### src/rtl/core/pfa_pkg.sv
// Shared types and codes for the physical frame allocator.
package pfa_pkg;

    // Field widths fixed by the word formats
    localparam int CMD_W       = 2;
    localparam int COUNT_W     = 7;
    localparam int ENTRY_W     = 32;
    localparam int FRAME_OUT_W = 8;
    localparam int STATUS_W    = 2;
    localparam int CFG_FRAMES_W = 9;
    localparam int CFG_SWAP_W   = 4;

    // Command codes
    localparam logic [CMD_W-1:0] CMD_SCATTER = 2'd0;
    localparam logic [CMD_W-1:0] CMD_CONTIG  = 2'd1;
    localparam logic [CMD_W-1:0] CMD_FREE    = 2'd2;
    localparam logic [CMD_W-1:0] CMD_RSVD    = 2'd3;

    // Result status codes
    localparam logic [STATUS_W-1:0] ST_OK       = 2'd0;
    localparam logic [STATUS_W-1:0] ST_SHORT    = 2'd1;
    localparam logic [STATUS_W-1:0] ST_INACTIVE = 2'd2;
    localparam logic [STATUS_W-1:0] ST_RANGE    = 2'd3;

    // Register indexes
    localparam logic [1:0] REG_FRAMES = 2'd0;
    localparam logic [1:0] REG_ACTIVE = 2'd1;
    localparam logic [1:0] REG_SWAP   = 2'd2;

    // Work kinds handed from front to back
    typedef enum logic [1:0] {
        OP_SINGLE,
        OP_SCATTER,
        OP_CONTIG
    } op_t;

endpackage

### src/rtl/core/physical_frame_allocator.sv
// Top level of the physical frame allocator: registers, front, queue, back.
//
// Command words arrive on the s_ channel (s_tuser = command, s_tdata =
// page_count, page_entry); result words leave on the m_ channel, one per
// granted frame or one alone, with m_tlast on the final word of a command.
// The APB port holds frames_in_use (0x0), table_active (0x4) and
// swapped_flag_bit (0x8); write it only while no command is in flight.
// The back end examines each frame of the free map in a read state and a
// check state. A free, an ignored or an inactive command yields one result
// word. A scattered allocate scans up to N frames to count free frames and
// scans again to claim them, one word per claimed frame. A contiguous
// allocate scans up to N frames, then emits count words back to back while
// m_tready allows. N is frames_in_use limited to NUM_FRAMES. After reset
// the free map is set to all free, frame by frame, and s_tready stays low
// until that is done. A two-entry queue lets the front take commands while
// the back works; a stalled m_tready holds the result word and the claiming
// of frames, and s_tready drops once the queue is full.
module physical_frame_allocator #(
    parameter int NUM_FRAMES  = 256,
    parameter int PAGE_SHIFT  = 12,
    parameter int MAX_REQUEST = 64
) (
    input  logic        aclk,
    input  logic        aresetn,
    input  logic        s_tvalid,
    output logic        s_tready,
    input  logic [1:0]  s_tuser,   // command
    input  logic [39:0] s_tdata,   // page_count[6:0], page_entry[38:7]
    output logic        m_tvalid,
    input  logic        m_tready,
    output logic [15:0] m_tdata,   // frame_number[7:0], pages_missing[14:8]
    output logic [2:0]  m_tuser,   // granted[0], status[2:1]
    output logic        m_tlast,
    input  logic        psel,
    input  logic        penable,
    input  logic        pwrite,
    input  logic [3:0]  paddr,
    input  logic [31:0] pwdata,
    output logic [31:0] prdata,
    output logic        pready
);

    localparam int FW = $clog2(NUM_FRAMES);
    localparam int NW = $clog2(NUM_FRAMES + 1);
    localparam int QW = $bits(pfa_pkg::op_t) + 2 * pfa_pkg::COUNT_W
                        + pfa_pkg::STATUS_W + 1 + FW;
    localparam int QUEUE_DEPTH = 2;

    logic [pfa_pkg::CFG_FRAMES_W-1:0] frames_reg;
    logic                             active_reg;
    logic [pfa_pkg::CFG_SWAP_W-1:0]   swap_reg;

    logic          q_push, q_pop, q_full, q_valid, clearing;
    logic [QW-1:0] q_in, q_out;
    logic [NW-1:0] frames_active;

    // Configuration registers
    assign pready = 1'b1;

    always_ff @(posedge aclk) begin
        if (!aresetn) begin
            frames_reg <= 9'd256;
            active_reg <= 1'b1;
            swap_reg   <= '0;
        end else if (psel && penable && pwrite && pready) begin
            case (paddr[3:2])
                pfa_pkg::REG_FRAMES: frames_reg <= pwdata[8:0];
                pfa_pkg::REG_ACTIVE: active_reg <= pwdata[0];
                pfa_pkg::REG_SWAP:   swap_reg   <= pwdata[3:0];
                default: ;
            endcase
        end
    end

    always_comb begin
        case (paddr[3:2])
            pfa_pkg::REG_FRAMES: prdata = 32'(frames_reg);
            pfa_pkg::REG_ACTIVE: prdata = 32'(active_reg);
            pfa_pkg::REG_SWAP:   prdata = 32'(swap_reg);
            default:             prdata = '0;
        endcase
    end

    pfa_front #(
        .NUM_FRAMES  (NUM_FRAMES),
        .PAGE_SHIFT  (PAGE_SHIFT),
        .MAX_REQUEST (MAX_REQUEST)
    ) u_front (
        .s_tvalid      (s_tvalid),
        .s_tready      (s_tready),
        .s_tuser       (s_tuser),
        .s_tdata       (s_tdata),
        .cfg_frames    (frames_reg),
        .cfg_active    (active_reg),
        .cfg_swap_bit  (swap_reg),
        .clearing      (clearing),
        .q_full        (q_full),
        .q_push        (q_push),
        .q_data        (q_in),
        .frames_active (frames_active)
    );

    pfa_fifo #(
        .WIDTH (QW),
        .DEPTH (QUEUE_DEPTH)
    ) u_queue (
        .aclk      (aclk),
        .aresetn   (aresetn),
        .push      (q_push),
        .push_data (q_in),
        .full      (q_full),
        .pop       (q_pop),
        .pop_data  (q_out),
        .valid     (q_valid)
    );

    pfa_back #(
        .NUM_FRAMES (NUM_FRAMES)
    ) u_back (
        .aclk          (aclk),
        .aresetn       (aresetn),
        .q_valid       (q_valid),
        .q_data        (q_out),
        .q_pop         (q_pop),
        .frames_active (frames_active),
        .clearing      (clearing),
        .m_tvalid      (m_tvalid),
        .m_tready      (m_tready),
        .m_tdata       (m_tdata),
        .m_tuser       (m_tuser),
        .m_tlast       (m_tlast)
    );

endmodule

### src/rtl/core/pfa_front.sv
// Front end: accepts command words and classifies them into queue entries.
module pfa_front #(
    parameter int NUM_FRAMES  = 256,
    parameter int PAGE_SHIFT  = 12,
    parameter int MAX_REQUEST = 64,
    localparam int FW = $clog2(NUM_FRAMES),
    localparam int NW = $clog2(NUM_FRAMES + 1),
    localparam int QW = $bits(pfa_pkg::op_t) + 2 * pfa_pkg::COUNT_W
                        + pfa_pkg::STATUS_W + 1 + FW
) (
    input  logic                              s_tvalid,
    output logic                              s_tready,
    input  logic [pfa_pkg::CMD_W-1:0]         s_tuser,     // command
    input  logic [39:0]                       s_tdata,     // page_count, page_entry
    input  logic [pfa_pkg::CFG_FRAMES_W-1:0]  cfg_frames,
    input  logic                              cfg_active,
    input  logic [pfa_pkg::CFG_SWAP_W-1:0]    cfg_swap_bit,
    input  logic                              clearing,
    input  logic                              q_full,
    output logic                              q_push,
    output logic [QW-1:0]                     q_data,
    output logic [NW-1:0]                     frames_active
);

    typedef struct packed {
        pfa_pkg::op_t                  op;
        logic [pfa_pkg::COUNT_W-1:0]   count;
        logic [pfa_pkg::COUNT_W-1:0]   missing;
        logic [pfa_pkg::STATUS_W-1:0]  status;
        logic                          wr_free;
        logic [FW-1:0]                 frame;
    } entry_t;

    logic [pfa_pkg::COUNT_W-1:0] count_in;
    logic [pfa_pkg::COUNT_W-1:0] count_sat;
    logic [pfa_pkg::ENTRY_W-1:0] page_entry;
    logic [31:0]                 frame_wide;
    entry_t                      ent;

    assign count_in   = s_tdata[6:0];
    assign page_entry = s_tdata[38:7];
    assign frame_wide = page_entry >> PAGE_SHIFT;

    // Frames register clipped to the size of the map
    always_comb begin
        if (32'(cfg_frames) > 32'(NUM_FRAMES)) begin
            frames_active = NW'(NUM_FRAMES);
        end else begin
            frames_active = NW'(cfg_frames);
        end
    end

    assign count_sat = (32'(count_in) > 32'(MAX_REQUEST)) ?
                       pfa_pkg::COUNT_W'(MAX_REQUEST) : count_in;

    // Classification into one of the back-end jobs
    always_comb begin
        ent         = '0;
        ent.op      = pfa_pkg::OP_SINGLE;
        ent.count   = count_sat;
        ent.status  = pfa_pkg::ST_OK;
        if (s_tuser == pfa_pkg::CMD_RSVD) begin
            ent.count = '0;
        end else if (!cfg_active) begin
            ent.status = pfa_pkg::ST_INACTIVE;
        end else begin
            case (s_tuser)
                pfa_pkg::CMD_SCATTER: begin
                    if (count_sat != '0) ent.op = pfa_pkg::OP_SCATTER;
                end
                pfa_pkg::CMD_CONTIG: begin
                    if (count_sat != '0) ent.op = pfa_pkg::OP_CONTIG;
                end
                pfa_pkg::CMD_FREE: begin
                    if (page_entry == '0 || page_entry[{1'b0, cfg_swap_bit}]) begin
                        ent.status = pfa_pkg::ST_OK;
                    end else if (frame_wide >= 32'(frames_active)) begin
                        ent.status = pfa_pkg::ST_RANGE;
                    end else begin
                        ent.wr_free = 1'b1;
                        ent.frame   = frame_wide[FW-1:0];
                    end
                end
                default: begin
                    ent.status = pfa_pkg::ST_OK;
                end
            endcase
        end
    end

    // No word is taken while the free map is being initialized
    assign s_tready = !q_full && !clearing;
    assign q_push   = s_tvalid && s_tready;
    assign q_data   = ent;

endmodule

### src/rtl/core/pfa_fifo.sv
// Short queue between the front end and the back end.
module pfa_fifo #(
    parameter int WIDTH = 8,
    parameter int DEPTH = 2,
    localparam int PW = $clog2(DEPTH)
) (
    input  logic             aclk,
    input  logic             aresetn,
    input  logic             push,
    input  logic [WIDTH-1:0] push_data,
    output logic             full,
    input  logic             pop,
    output logic [WIDTH-1:0] pop_data,
    output logic             valid
);

    logic [WIDTH-1:0] slot_reg [DEPTH];
    logic [PW-1:0]    wptr_reg, wptr_next;
    logic [PW-1:0]    rptr_reg, rptr_next;
    logic [PW:0]      fill_reg, fill_next;

    assign full     = (fill_reg == (PW+1)'(DEPTH));
    assign valid    = (fill_reg != '0);
    assign pop_data = slot_reg[rptr_reg];

    // Pointer and fill bookkeeping
    always_comb begin
        wptr_next = wptr_reg;
        rptr_next = rptr_reg;
        fill_next = fill_reg;
        if (push) begin
            wptr_next = (wptr_reg == PW'(DEPTH - 1)) ? '0 : wptr_reg + PW'(1);
        end
        if (pop) begin
            rptr_next = (rptr_reg == PW'(DEPTH - 1)) ? '0 : rptr_reg + PW'(1);
        end
        if (push && !pop) fill_next = fill_reg + (PW+1)'(1);
        if (pop && !push) fill_next = fill_reg - (PW+1)'(1);
    end

    always_ff @(posedge aclk) begin
        if (!aresetn) begin
            wptr_reg <= '0;
            rptr_reg <= '0;
            fill_reg <= '0;
        end else begin
            wptr_reg <= wptr_next;
            rptr_reg <= rptr_next;
            fill_reg <= fill_next;
        end
    end

    // Storage
    always_ff @(posedge aclk) begin
        if (push) slot_reg[wptr_reg] <= push_data;
    end

endmodule

### src/rtl/core/pfa_back.sv
// Back end: free map memory, scan sequencer and result register.
module pfa_back #(
    parameter int NUM_FRAMES = 256,
    localparam int FW = $clog2(NUM_FRAMES),
    localparam int NW = $clog2(NUM_FRAMES + 1),
    localparam int QW = $bits(pfa_pkg::op_t) + 2 * pfa_pkg::COUNT_W
                        + pfa_pkg::STATUS_W + 1 + FW
) (
    input  logic          aclk,
    input  logic          aresetn,
    input  logic          q_valid,
    input  logic [QW-1:0] q_data,
    output logic          q_pop,
    input  logic [NW-1:0] frames_active,
    output logic          clearing,
    output logic          m_tvalid,
    input  logic          m_tready,
    output logic [15:0]   m_tdata,     // frame_number, pages_missing
    output logic [2:0]    m_tuser,     // granted, status
    output logic          m_tlast
);

    typedef struct packed {
        pfa_pkg::op_t                  op;
        logic [pfa_pkg::COUNT_W-1:0]   count;
        logic [pfa_pkg::COUNT_W-1:0]   missing;
        logic [pfa_pkg::STATUS_W-1:0]  status;
        logic                          wr_free;
        logic [FW-1:0]                 frame;
    } entry_t;

    typedef enum logic [3:0] {
        B_CLEAR,
        B_IDLE,
        B_S1_RD,
        B_S1_CK,
        B_S2_RD,
        B_S2_CK,
        B_C1_RD,
        B_C1_CK,
        B_C2,
        B_ONE
    } state_t;

    entry_t q_entry;
    assign q_entry = q_data;

    state_t                      state_reg, state_next;
    entry_t                      ent_reg, ent_next;
    logic [NW-1:0]               idx_reg, idx_next;
    logic [pfa_pkg::COUNT_W-1:0] cnt_reg, cnt_next;
    logic [pfa_pkg::COUNT_W-1:0] emit_reg, emit_next;
    logic [FW-1:0]               first_reg, first_next;

    // Free map memory, one bit per frame
    logic          free_map [NUM_FRAMES];
    logic          rdata_reg;
    logic          mem_we, mem_wdata, mem_re;
    logic [FW-1:0] mem_waddr, mem_raddr;

    // Result register
    logic                            m_valid_reg, m_valid_next;
    logic [pfa_pkg::FRAME_OUT_W-1:0] m_frame_reg;
    logic                            m_granted_reg;
    logic [pfa_pkg::COUNT_W-1:0]     m_missing_reg;
    logic [pfa_pkg::STATUS_W-1:0]    m_status_reg;
    logic                            m_last_reg;

    logic                            out_free, out_load;
    logic [pfa_pkg::FRAME_OUT_W-1:0] o_frame;
    logic                            o_granted;
    logic [pfa_pkg::COUNT_W-1:0]     o_missing;
    logic [pfa_pkg::STATUS_W-1:0]    o_status;
    logic                            o_last;
    logic [FW-1:0]                   run_addr;

    assign out_free = !m_valid_reg || m_tready;
    assign run_addr = first_reg + FW'(emit_reg);
    assign clearing = (state_reg == B_CLEAR);

    // Sequencer
    always_comb begin
        state_next   = state_reg;
        ent_next     = ent_reg;
        idx_next     = idx_reg;
        cnt_next     = cnt_reg;
        emit_next    = emit_reg;
        first_next   = first_reg;
        mem_we       = 1'b0;
        mem_wdata    = 1'b0;
        mem_waddr    = '0;
        mem_re       = 1'b0;
        mem_raddr    = '0;
        q_pop        = 1'b0;
        out_load     = 1'b0;
        o_frame      = '0;
        o_granted    = 1'b0;
        o_missing    = '0;
        o_status     = pfa_pkg::ST_OK;
        o_last       = 1'b1;
        case (state_reg)
            B_CLEAR: begin
                mem_we    = 1'b1;
                mem_wdata = 1'b1;
                mem_waddr = idx_reg[FW-1:0];
                if (idx_reg == NW'(NUM_FRAMES - 1)) begin
                    idx_next   = '0;
                    state_next = B_IDLE;
                end else begin
                    idx_next = idx_reg + NW'(1);
                end
            end
            B_IDLE: begin
                if (q_valid) begin
                    q_pop     = 1'b1;
                    ent_next  = q_entry;
                    idx_next  = '0;
                    cnt_next  = '0;
                    emit_next = '0;
                    case (q_entry.op)
                        pfa_pkg::OP_SCATTER: state_next = B_S1_RD;
                        pfa_pkg::OP_CONTIG:  state_next = B_C1_RD;
                        default:             state_next = B_ONE;
                    endcase
                end
            end
            // Scattered, first pass: count free frames up to the request
            B_S1_RD: begin
                if (idx_reg < frames_active && cnt_reg < ent_reg.count) begin
                    mem_re     = 1'b1;
                    mem_raddr  = idx_reg[FW-1:0];
                    state_next = B_S1_CK;
                end else if (cnt_reg == '0) begin
                    ent_next.missing = ent_reg.count;
                    ent_next.status  = pfa_pkg::ST_SHORT;
                    ent_next.frame   = '0;
                    ent_next.wr_free = 1'b0;
                    state_next       = B_ONE;
                end else begin
                    ent_next.missing = ent_reg.count - cnt_reg;
                    ent_next.status  = (ent_reg.count != cnt_reg) ?
                                       pfa_pkg::ST_SHORT : pfa_pkg::ST_OK;
                    idx_next         = '0;
                    state_next       = B_S2_RD;
                end
            end
            B_S1_CK: begin
                if (rdata_reg) cnt_next = cnt_reg + pfa_pkg::COUNT_W'(1);
                idx_next   = idx_reg + NW'(1);
                state_next = B_S1_RD;
            end
            // Scattered, second pass: claim and report
            B_S2_RD: begin
                mem_re     = 1'b1;
                mem_raddr  = idx_reg[FW-1:0];
                state_next = B_S2_CK;
            end
            B_S2_CK: begin
                if (!rdata_reg) begin
                    idx_next   = idx_reg + NW'(1);
                    state_next = B_S2_RD;
                end else if (out_free) begin
                    mem_we    = 1'b1;
                    mem_wdata = 1'b0;
                    mem_waddr = idx_reg[FW-1:0];
                    out_load  = 1'b1;
                    o_frame   = pfa_pkg::FRAME_OUT_W'(idx_reg[FW-1:0]);
                    o_granted = 1'b1;
                    o_missing = ent_reg.missing;
                    o_status  = ent_reg.status;
                    o_last    = (emit_reg + pfa_pkg::COUNT_W'(1) == cnt_reg);
                    emit_next = emit_reg + pfa_pkg::COUNT_W'(1);
                    idx_next  = idx_reg + NW'(1);
                    state_next = o_last ? B_IDLE : B_S2_RD;
                end
            end
            // Contiguous: search the first run long enough
            B_C1_RD: begin
                if (idx_reg < frames_active) begin
                    mem_re     = 1'b1;
                    mem_raddr  = idx_reg[FW-1:0];
                    state_next = B_C1_CK;
                end else begin
                    ent_next.missing = ent_reg.count;
                    ent_next.status  = pfa_pkg::ST_SHORT;
                    ent_next.frame   = '0;
                    ent_next.wr_free = 1'b0;
                    state_next       = B_ONE;
                end
            end
            B_C1_CK: begin
                if (rdata_reg) begin
                    if (cnt_reg == '0) first_next = idx_reg[FW-1:0];
                    cnt_next = cnt_reg + pfa_pkg::COUNT_W'(1);
                    if (cnt_reg + pfa_pkg::COUNT_W'(1) >= ent_reg.count) begin
                        state_next = B_C2;
                    end else begin
                        idx_next   = idx_reg + NW'(1);
                        state_next = B_C1_RD;
                    end
                end else begin
                    cnt_next   = '0;
                    idx_next   = idx_reg + NW'(1);
                    state_next = B_C1_RD;
                end
            end
            B_C2: begin
                if (out_free) begin
                    mem_we    = 1'b1;
                    mem_wdata = 1'b0;
                    mem_waddr = run_addr;
                    out_load  = 1'b1;
                    o_frame   = pfa_pkg::FRAME_OUT_W'(run_addr);
                    o_granted = 1'b1;
                    o_last    = (emit_reg + pfa_pkg::COUNT_W'(1) == ent_reg.count);
                    emit_next = emit_reg + pfa_pkg::COUNT_W'(1);
                    if (o_last) state_next = B_IDLE;
                end
            end
            // One result word, with the release of a frame where asked
            B_ONE: begin
                if (out_free) begin
                    out_load  = 1'b1;
                    o_frame   = pfa_pkg::FRAME_OUT_W'(ent_reg.frame);
                    o_missing = ent_reg.missing;
                    o_status  = ent_reg.status;
                    if (ent_reg.wr_free) begin
                        mem_we    = 1'b1;
                        mem_wdata = 1'b1;
                        mem_waddr = ent_reg.frame;
                    end
                    state_next = B_IDLE;
                end
            end
            default: begin
                state_next = B_IDLE;
            end
        endcase
        m_valid_next = out_load ? 1'b1 : (m_tready ? 1'b0 : m_valid_reg);
    end

    // State and result register
    always_ff @(posedge aclk) begin
        if (!aresetn) begin
            state_reg   <= B_CLEAR;
            idx_reg     <= '0;
            m_valid_reg <= 1'b0;
        end else begin
            state_reg   <= state_next;
            idx_reg     <= idx_next;
            m_valid_reg <= m_valid_next;
        end
        ent_reg   <= ent_next;
        cnt_reg   <= cnt_next;
        emit_reg  <= emit_next;
        first_reg <= first_next;
        if (out_load) begin
            m_frame_reg   <= o_frame;
            m_granted_reg <= o_granted;
            m_missing_reg <= o_missing;
            m_status_reg  <= o_status;
            m_last_reg    <= o_last;
        end
    end

    // Free map port
    always_ff @(posedge aclk) begin
        if (mem_we) free_map[mem_waddr] <= mem_wdata;
        if (mem_re) rdata_reg <= free_map[mem_raddr];
    end

    assign m_tvalid = m_valid_reg;
    assign m_tdata  = {1'b0, m_missing_reg, m_frame_reg};
    assign m_tuser  = {m_status_reg, m_granted_reg};
    assign m_tlast  = m_last_reg;

    // Claim pass never reports more frames than the first pass counted
    a_s2_emit: assert property (@(posedge aclk) disable iff (!aresetn)
        (state_reg == B_S2_CK) |-> (emit_reg < cnt_reg))
        else $error("scatter claim ran past counted frames");

    // A contiguous claim stays inside the managed frames
    a_c2_range: assert property (@(posedge aclk) disable iff (!aresetn)
        (state_reg == B_C2) |->
        (32'(first_reg) + 32'(emit_reg) < 32'(frames_active)))
        else $error("contiguous claim beyond frames in use");

    // Counting pass never exceeds the request
    a_s1_cnt: assert property (@(posedge aclk) disable iff (!aresetn)
        (state_reg == B_S1_RD) |-> (cnt_reg <= ent_reg.count))
        else $error("scatter count beyond request");

endmodule
### config.mk
export PLATFORM = sky130hd
export DESIGN_NAME = physical_frame_allocator
export DESIGN_NICKNAME = d
export VERILOG_FILES = /design/src/rtl/core/pfa_pkg.sv /design/src/rtl/core/physical_frame_allocator.sv /design/src/rtl/core/pfa_front.sv /design/src/rtl/core/pfa_fifo.sv /design/src/rtl/core/pfa_back.sv
export SDC_FILE = /design/constraint.sdc
export NUM_CORES = 1
export LEC_CHECK = 0
export BUFFER_PORTS_ARGS = -buffer_cell sky130_fd_sc_hd__clkbuf_2
export CAP_MARGIN = 10
export CORE_MARGIN = 1.5
export CORE_UTILIZATION = 61
export DETAILED_ROUTE_END_ITERATION = 6
export GPL_TIMING_DRIVEN = 0
export PLACE_DENSITY = 0.87
export SYNTH_ARGS = -nofsm -noshare
export SYNTH_HDL_FRONTEND = slang
export SYNTH_SLANG_ARGS = --single-unit
export TNS_END_PERCENT = 10
### constraint.sdc
create_clock -name aclk -period 8.4 [get_ports aclk]
set_clock_uncertainty 0.15 [all_clocks]
set_input_delay 2.52 -clock aclk [delete_from_list [all_inputs] [get_ports aclk]]
set_output_delay 2.52 -clock aclk [all_outputs]
set_load 0.02 [all_outputs]
==> flow_summary.json <==
{
  "min_from": "u_back.ent_reg[10]",
  "wl_um": 60900,
  "multi_input_comb_area_um2": 8210,
  "synth-seq-cells": 396,
  "max_freq_mhz": 150,
  "drcViolationCount": 0,
  "critPathArrivalTime_ns": 6.70,
  "irDropWorstVdd_mv": 0.165,
  "period_minus_slack_ns": 6.67,
  "power_frac_seq_pct": 52.3,
  "reg2reg_from": "u_back.emit_reg[0]",
  "rows": 67,
  "cts_post_setup_buffers_inserted": 0,
  "status": "finished, violations left",
  "synth_cell_types": 77,
  "drv_cap": 0,
  "whs_path_depth": 1,
  "worst_pin_slew_ns": 1.62,
  "p_leak_nw": 6.32,
  "die_w_um": 187,
  "cts_buffers": 40,
  "die_area_um2": 35100,
  "max_slew_margin_pct": -7.93,
  "cts_sinks": 396,
  "placedCellCount": 2255,
  "yosysSeqAreaShare_pct": 55.8,
  "diodes": 0,
  "drive_gt1_share_pct": 16.0,
  "num-fill-cells": 2230,
  "track_usage_pct": 34.3,
  "clk-insertion-delay-late_ns": 0.56,
  "worstPathRequired_ns": 8.43,
  "path_max_fanout": 10,
  "grt_max_degree": 107,
  "startpoint_type": "input pin",
  "clock_path_buffers": 3,
  "worstSetupPathType": "in -> reg",
  "netlist_instances": 1692,
  "gp_congestion": 0.966,
  "finalHoldViolations": 0,
  "setup_tns_ns": 0,
  "dp_hpwl_um": 39900,
  "root_buffer": "clkbuf_16",
  "path_clk_slew_ns": 0.06,
  "initial_core_util_pct": 62.0,
  "synth_ff_type": "edfxtp_1",
  "violations": "slew limit",
  "antenna_found_initial": 0,
  "tritoncts": "built",
  "rsz0062_at_grt": "no",
  "clkPwrFrac_pct": 43.1,
  "r2r_setup_slack_ns": 2.81,
  "pwr-share-comb_pct": 4.6,
  "cp-end-kind": "flop",
  "die_h_um": 187,
  "portBuffers": 87,
  "r2r-end": "u_back.free_map[200]",
  "grt_pass1_vias": 16000,
  "ff_latch_area_um2": 11600,
  "largest_register_ffs": 256,
  "grt_pass1_wl_um": 91100,
  "post-route-period-util_pct": 79.4,
  "synth_edf_count": 363,
  "power.density_nw_per_um2": 175,
  "syn_area_um2": 20700,
  "cts_max_level": 2,
  "core_um2": 33400,
  "net-switching-power_w": 0.000884,
  "layoutNonFillerInstCount": 2326,
  "postRouteAntennaNets": 0,
  "num-nets-final": 1983,
  "hp-class": "reg -> reg",
  "switching_share_pct": 21.8,
  "area_delta_synth_final_pct": 11.8,
  "num_vias": 16500,
  "avgSynthCellArea_um2": 12.2,
  "holdBufCountCts": 0,
  "ys.warnings.count": 0,
  "drt_iter0_drc": 2860,
  "ctsResizeCount": 0,
  "worstHoldEndpoint": "u_back.m_status_reg[1]",
  "overflow": 0,
  "drt-wirelength-per-cell_um": 26.2,
  "ios": 140,
  "slew_violations": 4,
  "setup_viol_count_final": 0,
  "worstRegToRegCells": 11,
  "routed_via_density": 7.11,
  "firstDrtPassIters": 7,
  "synth-async-reset-ratio_pct": 0,
  "internal_power_w": 0.00318
}
==> layout by cell type, fill, tap and decap left out, drive strengths merged, types with 5 or more instances in the layout <==
| master | instances |
|---|---|
| and2 | 27 |
| nor3b | 13 |
| or2 | 7 |
| dfxtp | 33 |
| xnor2 | 29 |
| a21o | 15 |
| nor4 | 143 |
| o21ai | 44 |
| nor2b | 17 |
| a221oi | 5 |
| o211ai | 7 |
| nor3 | 25 |
| nand2 | 106 |
| mux4 | 58 |
| ha | 46 |
| a21boi | 13 |
| edfxtp | 363 |
| clkbuf | 260 |
| nand4 | 6 |
| nand3 | 24 |
| conb | 25 |
| nand2b | 15 |
| a21oi | 52 |
| mux2i | 37 |
| a2111oi | 102 |
| o31ai | 6 |
| or4 | 5 |
| or3 | 14 |
| a211oi | 57 |
| mux2 | 12 |
| xor2 | 13 |
| buf | 80 |
| nor2 | 76 |
| and3 | 9 |
| clkinv | 14 |
| inv | 48 |
==> cells in the mapped netlist, drive strengths merged, types with 24 or more instances <==
library cell  instances  area [um2]
a21oi                52         260
a2111oi             102         893
nor2                 76         290
clkbuf              121         454
mux4                 58        1310
edfxtp              363       10900
o21ai                44         224
nor3                 25         141
a211oi               57         428
ha                   46         576
xnor2                29         254
nor4                143         901
buf                  75         435
mux2i                37         370
nand3                24         120
inv                  47         176
dfxtp                33         661
nand2               106         398
and2                 27         169
==> layout make-up <==
cell class | instances | area share (%)
sequential | 396 | 49.9
multi-input combinational | 1075 | 35.4
clock buffer | 51 | 4.63
buffer | 196 | 3.84
tap | 448 | 2.42
timing repair buffer | 93 | 2.28
clock inverter | 19 | 0.777
inverter | 48 | 0.777
==> layer usage <==
metal  track usage [%]  share of wire [%]
met1              42.5                 33
met3              9.85                 14
met2              54.4                 46
met5              1.79               0.14
met4              18.4                6.4
==> cells by family (layout without fill, tap and decap cells) <==
family	after synthesis	count (layout)	synth area share (%)
and+or+nand+nor	501	501	13.0
DFF	396	396	55.8
AOI/OAI and AO/OA	352	352	12.5
buffers and inverters	244	407	5.16
muxes	107	107	8.74
adders and majority gates	48	48	2.97
xor gates and xnor gates	42	42	1.77
other	2	25	0.0362
==> power by group through the flow <==
stage / clock network [W] / registers [W] / logic [W]
CTS: 0.00174 / 0.00213 / 0.000175
floorplan: 0 / 0.00217 / 0.000108
global placement: 0 / 0.00217 / 0.000169
finish: 0.00175 / 0.00213 / 0.000186
detailed placement: 0 / 0.00217 / 0.000173
global route: 0.00181 / 0.00213 / 0.000190
==> per-stage QoR <==
stage | cell area, um2 | utilization (%) | worst slack (ns) | total power [W] | hold slack [ns]
floorplan | 20800 | - | 1.53 | 0.00227 | 0.302
global placement | 21800 | 65.2 | -0.225 | 0.00234 | 0.331
detailed placement | 21900 | 65.5 | 1.68 | 0.00234 | 0.354
CTS | 23200 | 69.3 | 2.21 | 0.00404 | 0.364
global route | 23200 | 69.3 | 1.81 | 0.00413 | 0.383
finish | 23200 | 69.3 | 1.73 | 0.00406 | 0.368
==> how the worst max path moves through the flow <==
stage	startpoint	end	slack, ns	cells past startpoint
3_3_place_gp	m_tready	u_back.free_map[200]	-0.22	11
4_1_cts	m_tready	u_back.free_map[200]	2.21	11
5_1_grt	m_tready	u_back.free_map[200]	1.81	11
3_5_place_dp	m_tready	u_back.free_map[200]	1.68	11
6_report	m_tready	u_back.free_map[200]	1.73	11
2_1_floorplan	m_tready	u_back.free_map[24]	1.53	11
==> worst max-delay path: stages <==
cell and delay (ns):
clkbuf_2 0.08, and2b_1 0.28, buf_4 0.23, nor3_4 0.10, and2_1 0.20, buf_2 0.19
a221oi_1 1.30, nand2b_1 0.27, clkbuf_1 0.35, clkbuf_1 0.37, a2111oi_0 0.79
Note: power is estimated with default switching activity, not from simulation.
